$ cat config.mk
export PLATFORM = sky130hd
export DESIGN_NAME = rgp_div
export DESIGN_NICKNAME = d
export VERILOG_FILES = /design/src/hw/rtl/rgp_pkg.sv /design/src/hw/rtl/rgp_div.sv
export SDC_FILE = /design/constraint.sdc
export NUM_CORES = 2
export LEC_CHECK = 0
export BUFFER_PORTS_ARGS = -buffer_cell sky130_fd_sc_hd__buf_2
export CAP_MARGIN = 5
export CORE_ASPECT_RATIO = 1.2
export CORE_MARGIN = 2
export CORE_UTILIZATION = 58
export CTS_CLUSTER_DIAMETER = 200
export DETAILED_ROUTE_END_ITERATION = 12
export GPL_ROUTABILITY_DRIVEN = 0
export PLACE_DENSITY = 0.79
export SYNTH_ARGS = -nofsm -noshare
export SYNTH_HDL_FRONTEND = slang
export SYNTH_SLANG_ARGS = --single-unit
$ cat constraint.sdc
create_clock -name aclk -period 4.2 [get_ports aclk]
set_input_delay 0.21 -clock aclk [delete_from_list [all_inputs] [get_ports aclk]]
set_output_delay 0.21 -clock aclk [all_outputs]
set_load 0.02 [all_outputs]
$ cat src/hw/rtl/rgp_pkg.sv
`timescale 1ns / 1ps
package rgp_pkg;

    // Fixed field widths.
    localparam int CFG_W    = 13;
    localparam int POS_W    = 12;
    localparam int CH_W     = 8;
    localparam int QUOT_W   = 8;
    localparam int NUM_CH   = 3;
    localparam int PADDR_W  = 5;
    localparam int PDATA_W  = 32;

    localparam int MAX_DIM_DEFAULT = 4096;
    // Widths that follow from the default size limit.
    localparam int DEF_DEN_W = 27;
    localparam int DEF_NUM_W = DEF_DEN_W + QUOT_W;

    // Front end stages before the divider, then one divider stage per bit.
    localparam int FRONT_STAGES = 5;
    localparam int PIPE_DEPTH   = FRONT_STAGES + QUOT_W;

    // Register reset values.
    localparam logic [CFG_W-1:0] RST_SIZE   = CFG_W'(256);
    localparam logic [CH_W-1:0]  RST_CENTRE = CH_W'(0);
    localparam logic [CH_W-1:0]  RST_CORNER = CH_W'(255);

    typedef enum logic [2:0] {
        REG_IMAGE_WIDTH  = 3'd0,
        REG_IMAGE_HEIGHT = 3'd1,
        REG_CENTRE_RED   = 3'd2,
        REG_CENTRE_GREEN = 3'd3,
        REG_CENTRE_BLUE  = 3'd4,
        REG_CORNER_RED   = 3'd5,
        REG_CORNER_GREEN = 3'd6,
        REG_CORNER_BLUE  = 3'd7
    } rgp_reg_t;

    typedef struct packed {
        logic [POS_W-1:0] pixel_x;
        logic [POS_W-1:0] pixel_y;
    } rgp_pixel_t;

    typedef struct packed {
        logic [CH_W-1:0] red;
        logic [CH_W-1:0] green;
        logic [CH_W-1:0] blue;
    } rgp_color_t;

endpackage

$ cat src/hw/rtl/rgp_div.sv
`timescale 1ns / 1ps
// Pipelined restoring divider, one quotient bit per stage, three channels
// sharing one divisor. The quotient must fit in QUOT_W bits.
module rgp_div import rgp_pkg::*; #(
    parameter int DEN_W = DEF_DEN_W,
    parameter int NUM_W = DEF_NUM_W
) (
    input  logic                           aclk,
    input  logic                           aresetn,
    input  logic                           in_valid,
    output logic                           in_ready,
    input  logic [NUM_CH-1:0][NUM_W-1:0]   in_num,
    input  logic [DEN_W-1:0]               divisor,
    output logic                           out_valid,
    input  logic                           out_ready,
    output logic [NUM_CH-1:0][QUOT_W-1:0]  out_quot
);

    logic [NUM_CH-1:0][NUM_W-1:0]  rem_reg  [1:QUOT_W];
    logic [NUM_CH-1:0][QUOT_W-1:0] quot_reg [1:QUOT_W];
    logic [QUOT_W:1]               valid_reg;
    logic [QUOT_W:1]               adv;

    for (genvar k = 1; k <= QUOT_W; k++) begin : g_stage
        logic [NUM_CH-1:0][NUM_W-1:0]  rem_prev;
        logic [NUM_CH-1:0][QUOT_W-1:0] quot_prev;
        logic                          valid_prev;
        logic [NUM_CH-1:0][NUM_W-1:0]  rem_next;
        logic [NUM_CH-1:0][QUOT_W-1:0] quot_next;
        logic [NUM_W-1:0]              shifted;

        // stage input: ports for the first stage, previous stage otherwise
        if (k == 1) begin : g_first
            assign rem_prev   = in_num;
            assign quot_prev  = '0;
            assign valid_prev = in_valid;
        end else begin : g_rest
            assign rem_prev   = rem_reg[k-1];
            assign quot_prev  = quot_reg[k-1];
            assign valid_prev = valid_reg[k-1];
        end

        // a stage moves when it is empty or the next one moves
        if (k == QUOT_W) begin : g_last
            assign adv[k] = !valid_reg[k] || out_ready;
        end else begin : g_mid
            assign adv[k] = !valid_reg[k] || adv[k+1];
        end

        assign shifted = NUM_W'(divisor) << (QUOT_W - k);

        // trial subtract per channel
        always_comb begin
            for (int c = 0; c < NUM_CH; c++) begin
                if (rem_prev[c] >= shifted) begin
                    rem_next[c]  = rem_prev[c] - shifted;
                    quot_next[c] = {quot_prev[c][QUOT_W-2:0], 1'b1};
                end else begin
                    rem_next[c]  = rem_prev[c];
                    quot_next[c] = {quot_prev[c][QUOT_W-2:0], 1'b0};
                end
            end
        end

        always_ff @(posedge aclk) begin
            if (!aresetn) begin
                valid_reg[k] <= 1'b0;
            end else if (adv[k]) begin
                valid_reg[k] <= valid_prev;
            end
        end

        always_ff @(posedge aclk) begin
            if (adv[k]) begin
                rem_reg[k]  <= rem_next;
                quot_reg[k] <= quot_next;
            end
        end
    end

    assign in_ready  = adv[1];
    assign out_valid = valid_reg[QUOT_W];
    assign out_quot  = quot_reg[QUOT_W];

endmodule

**Yosys cells after proc, flatten, opt, wreduce, memory -nomap -nowiden**

Memories as Yosys holds them, arrays and structs flattened.
Cells that the tools add are included.

- Register bits after elaboration: 8
- Bits in writable memories: 1032
- Input port bits: 136
- Output and inout bits: 26
- Word-level logic and storage cells: 138
- Memories: 2

- Add/subtract/negate cells: 24
- Magnitude comparators: 24
- Multiplexer cells: 64
- Reduce and logical (&&, ||, !) cells: 16

Memories:

| memory | words | width | read ports | clocked after memory_dff | write ports | RTL line | source |
|---|---|---|---|---|---|---|---|
| rem_reg | 8 | 105 | 7 | 0 | 8 | rgp_div.sv:19 | `logic [NUM_CH-1:0][NUM_W-1:0] rem_reg [1:QUOT_W];` |
| quot_reg | 8 | 24 | 8 | 0 | 8 | rgp_div.sv:20 | `logic [NUM_CH-1:0][QUOT_W-1:0] quot_reg [1:QUOT_W];` |

Operators by type and width:

| operator | count |
|---|---|
| $mux 35 | 24 |
| $ge 35x27->1 | 3 |
| $ge 35x28->1 | 3 |
| $ge 35x29->1 | 3 |
| $ge 35x30->1 | 3 |
| $ge 35x31->1 | 3 |
| $ge 35x32->1 | 3 |
| $ge 35x33->1 | 3 |
| $ge 35x34->1 | 3 |
| $sub 35x27->35 | 3 |
| $sub 35x28->35 | 3 |
| $sub 35x29->35 | 3 |
| $sub 35x30->35 | 3 |
| $sub 35x31->35 | 3 |
| $sub 35x32->35 | 3 |
| $sub 35x33->35 | 3 |
| $sub 35x34->35 | 3 |
| $mux 1 | 40 |
| $logic_not 1->1 | 8 |
| $logic_or 1x1->1 | 8 |

**Logic depth before layout (Yosys ltp)**

- Depth after elaboration: 11
- Depth in mapped cells: 16
- Mapped depth without buffers: 14

**Least setup slack after synthesis**

OpenSTA, ideal clock, no wires.

- Path kind: flip-flop to flip-flop
- Start point: reg valid_reg (netlist bit out_valid)
- End point: reg, netlist name quot_reg[0][24]
- Library setup time: 1028 ps
- Arrival time: 3339 ps
- Data required time: 3172 ps
- Setup slack: -167 ps
- Stages on the path, launching flop included: 7
- Buffers on the path: 0
- Clock period less this slack: 4367 ps
- Cell sequence: dfxtp_1 -> nor2b_1 -> and3_1 -> and2_1 -> and3_1 -> and2_1 -> nand2_1

RTL lines:

| item | RTL line | source |
|---|---|---|
| start: declaration | rgp_div.sv:21 | `logic [QUOT_W:1] valid_reg;` |
| start signal: indexed assignment | rgp_div.sv:69 | `valid_reg[k] <= valid_prev;` |

==> impl_metrics.yaml <==
cells_and_area:
  largest_reg_flops: 735
  final_cell_mix: "edfxtp_1, a21oi_1, ha_1"
  stdcell_count: 8375
  drive_gt1_share_pct: 10.1
  final_cell_area_sq_um: 71300
  areaGrowthSynthToFinish_pct: 11.9
  nNetsFinal: 7690
  layout_commonest_cell: "edfxtp_1"
global_routing:
  grt_pass1_wl_microns: 258000
  grt_pass1_vias: 49600
  grt_overflow: 0
  grt_max_degree: 75
  grtUsageTotal_pct: 28.5
  antenna_found_initial: 7
detailed_routing:
  viasPerCell: 6.30
  drtIter0Drc: 5492
  dr.pass1.iters: 6
  ant_nets: 0
  vias: 52800
  wl_per_cell_microns: 19.7
  wirelength_microns: 165000
  drc: 0
setup_path:
  reg2reg_slack_ns: 0.38
  r2r-end: "rem_reg[0][487]$_DFFE_PP_"
  critPathCaptureType: "flip-flop"
  r2r_start: "rem_reg[0][354]$_DFFE_PP_"
  crit_required_ns: 4.63
  ff2ff_path_depth: 14
  critPathMaxFanout: 3
  critPathArrivalTime_ns: 4.26
  critPathLaunchType: "flip-flop"
  path_class: "flip-flop to flip-flop"
timing:
  rsz0062_at_grt: "false"
  setup_viol: 0
  tightest_slew_ns: 1.07
  clock_skew_ns: 0.0178
  slew_viol_final: 0
  tns_ns: 0
  timing.final.ws_setup_ns: 0.377
  hold_viol_final: 0
  relSlewSlack_pct: 26.9
  fmax_ghz: 0.262
  period_share_pct: 91.0
  layout_min_cycle_time_ns: 3.82
place:
  dpl.cell_count: 8106
  pre_cts_slack_ns: 0.0653
  post_dp_cell_area_sq_um: 67300
  io_buffers: 161
  dp_hpwl_microns: 122000
power:
  p_leak_nw: 29.2
  totalPowerFinal_mw: 51.9
  ir_drop_uv: 376
  power_density_nw_per_um2: 728
clock_network:
  clockBufferDepth: 3
  root_buffer: "clkbuf_16"
  ctsResizeCount: 0
  cts_buffers: 86
  clk_pin_slew_ns: 0.06
  htreeDepth: 3
  clkLatencyLatePin_ns: 0.70
  cts_tree: "built"
  clkSinkCount: 851
synthesis:
  ys_warn_count: 0
  synth-seq-area-share_pct: 40.0
  synth_edf_count: 843
  netlist_instances: 6544
  syn-num-nets: 7349
  yosysUniqueCellTypes: 101
  synth-async-reset-ratio_pct: 0
  synthFlopType: "edfxtp_1"
  mappedNetlistArea_sq_um: 63700
  ys_seq_elements: 851
  syn_area_per_cell_sq_um: 9.74
worst_hold_path:
  holdCritStartpoint: "in_num[5]"
  holdPathEnd: "rem_reg[0][110]$_DFFE_PP_"
  min_path_type: "input port to flip-flop"
  whs_path_depth: 2
floorplanning:
  start_util_pct: 58.3
  io_pins: 162
  num_rows: 133
  die_h_microns: 367
  fp.dieW_microns: 307
  core_area_sq_um: 109000
  die_area_sq_um: 113000
run:
  cap_violations: 0
run_status:
  status: "completed"
[routing by layer]
| layer | wire, microns | up-vias | GRT usage, % |
|---|---|---|---|
| li1 | - | 25300 | - |
| met1 | 70800 | 24600 | 39.5 |
| met2 | 71800 | 2527 | 44.5 |
| met3 | 13900 | 408 | 3.50 |
| met4 | 8360 | 0 | 13.8 |
| met5 | 0 | - | 0 |
[through the flow]
| stage | hold WS, ns | utilization (%) |
|---|---|---|
| after floorplan | 0.309 | - |
| after global placement | 0.401 | 61.6 |
| after detailed placement | 0.404 | 61.6 |
| after CTS | 0.212 | 65.2 |
| after global routing | 0.231 | 65.2 |
| final | 0.226 | 65.2 |
[cells by family after synthesis]
family	synth area share, %
compound gates	20.0
simple gates	14.5
flops	40.0
fa+ha+maj	13.4
xor+xnor	7.33
buf+inv	2.28
mux	2.55
[synthesized netlist by cell type (all sizes together), types with 9 or more instances]
| library cell | count | area share (%) |
|---|---|---|
| edfxtp | 843 | 40 |
| and2 | 35 | 0.34 |
| nand3 | 130 | 1.0 |
| inv | 197 | 1.2 |
| xnor2 | 293 | 4.0 |
| o31a | 20 | 0.27 |
| buf | 52 | 0.42 |
| a2111oi | 20 | 0.34 |
| a221o | 13 | 0.20 |
| or4 | 23 | 0.27 |
| a221oi | 9 | 0.13 |
| nor4b | 9 | 0.15 |
| or3 | 39 | 0.39 |
| nand3b | 14 | 0.16 |
| a41oi | 11 | 0.15 |
| a21oi | 718 | 5.7 |
| o211ai | 35 | 0.42 |
| nand2b | 96 | 0.95 |
| nor2 | 542 | 3.2 |
| o21bai | 68 | 0.80 |
| or2 | 23 | 0.23 |
| fa | 21 | 0.66 |
| nand4 | 106 | 1.0 |
| nand4b | 12 | 0.16 |
| nor4 | 59 | 0.61 |
| o21a | 103 | 1.2 |
| o21ai | 516 | 4.1 |
| xor2 | 240 | 3.3 |
| o41ai | 14 | 0.24 |
| ha | 648 | 13 |
| clkbuf | 120 | 0.71 |
| a211oi | 50 | 0.61 |
| a21o | 263 | 3.1 |
| nor2b | 116 | 1.1 |
| a211o | 21 | 0.29 |
| nor3 | 100 | 0.79 |
| and3 | 44 | 0.43 |
| a31oi | 51 | 0.51 |
| o31ai | 48 | 0.60 |
| a21boi | 14 | 0.17 |
| mux2 | 138 | 2.4 |
| nand2 | 550 | 3.2 |
[final cells by class]
type	count	area, sq um
repair buffers	425	3510
clock inverters	56	658
multi-input cells	5324	36900
inverters	197	749
clock buffers	101	2230
flip-flops and latches	851	25500
well taps	1417	1770
fillers	8207	38000
diodes	4	10.0
[power breakdown]
group          internal (mW)  switching, mW
logic                   12.1           15.0
clock network           4.52           3.36
registers               14.6           2.31
[worst max-delay path: stages, from the launching register on]
cell and delay [ns]:
edfxtp_1 0.40, inv_1 0.08, ha_1 0.15, inv_1 0.05
fa_1 0.41, a211o_1 0.32, a2111oi_0 0.61, o31a_1 0.22
a21oi_1 0.12, a31o_2 0.30, a21oi_1 0.19, o21bai_1 0.11
a221oi_1 0.31, nand3_1 0.13, xnor2_1 0.16
[worst max-delay path by stage]
| stage | slack (ns) | depth (start not counted) | from | endpoint |
|---|---|---|---|---|
| finish | 0.38 | 14 | rem_reg[0][354]$_DFFE_PP_ | rem_reg[0][487]$_DFFE_PP_ |
| global route | 0.06 | 13 | rem_reg[0][666]$_DFFE_PP_ | rem_reg[0][804]$_DFFE_PP_ |
| CTS | 0.44 | 13 | rem_reg[0][666]$_DFFE_PP_ | rem_reg[0][804]$_DFFE_PP_ |
| detailed placement | 0.07 | 14 | divisor[0] | rem_reg[0][117]$_DFFE_PP_ |
| global placement | 0.15 | 14 | divisor[0] | rem_reg[0][487]$_DFFE_PP_ |
| floorplan | 0.13 | 4 | out_valid$_SDFFE_PN0P_ | quot_reg[0][104]$_DFFE_PP_ |
[timing repair]
item                      in CTS  in global routing
setup buffers                  0                  0
hold endpoints to repair     113                  0
hold buffers                 108                  0
No activity file was read; power rests on OpenSTA's default activity.
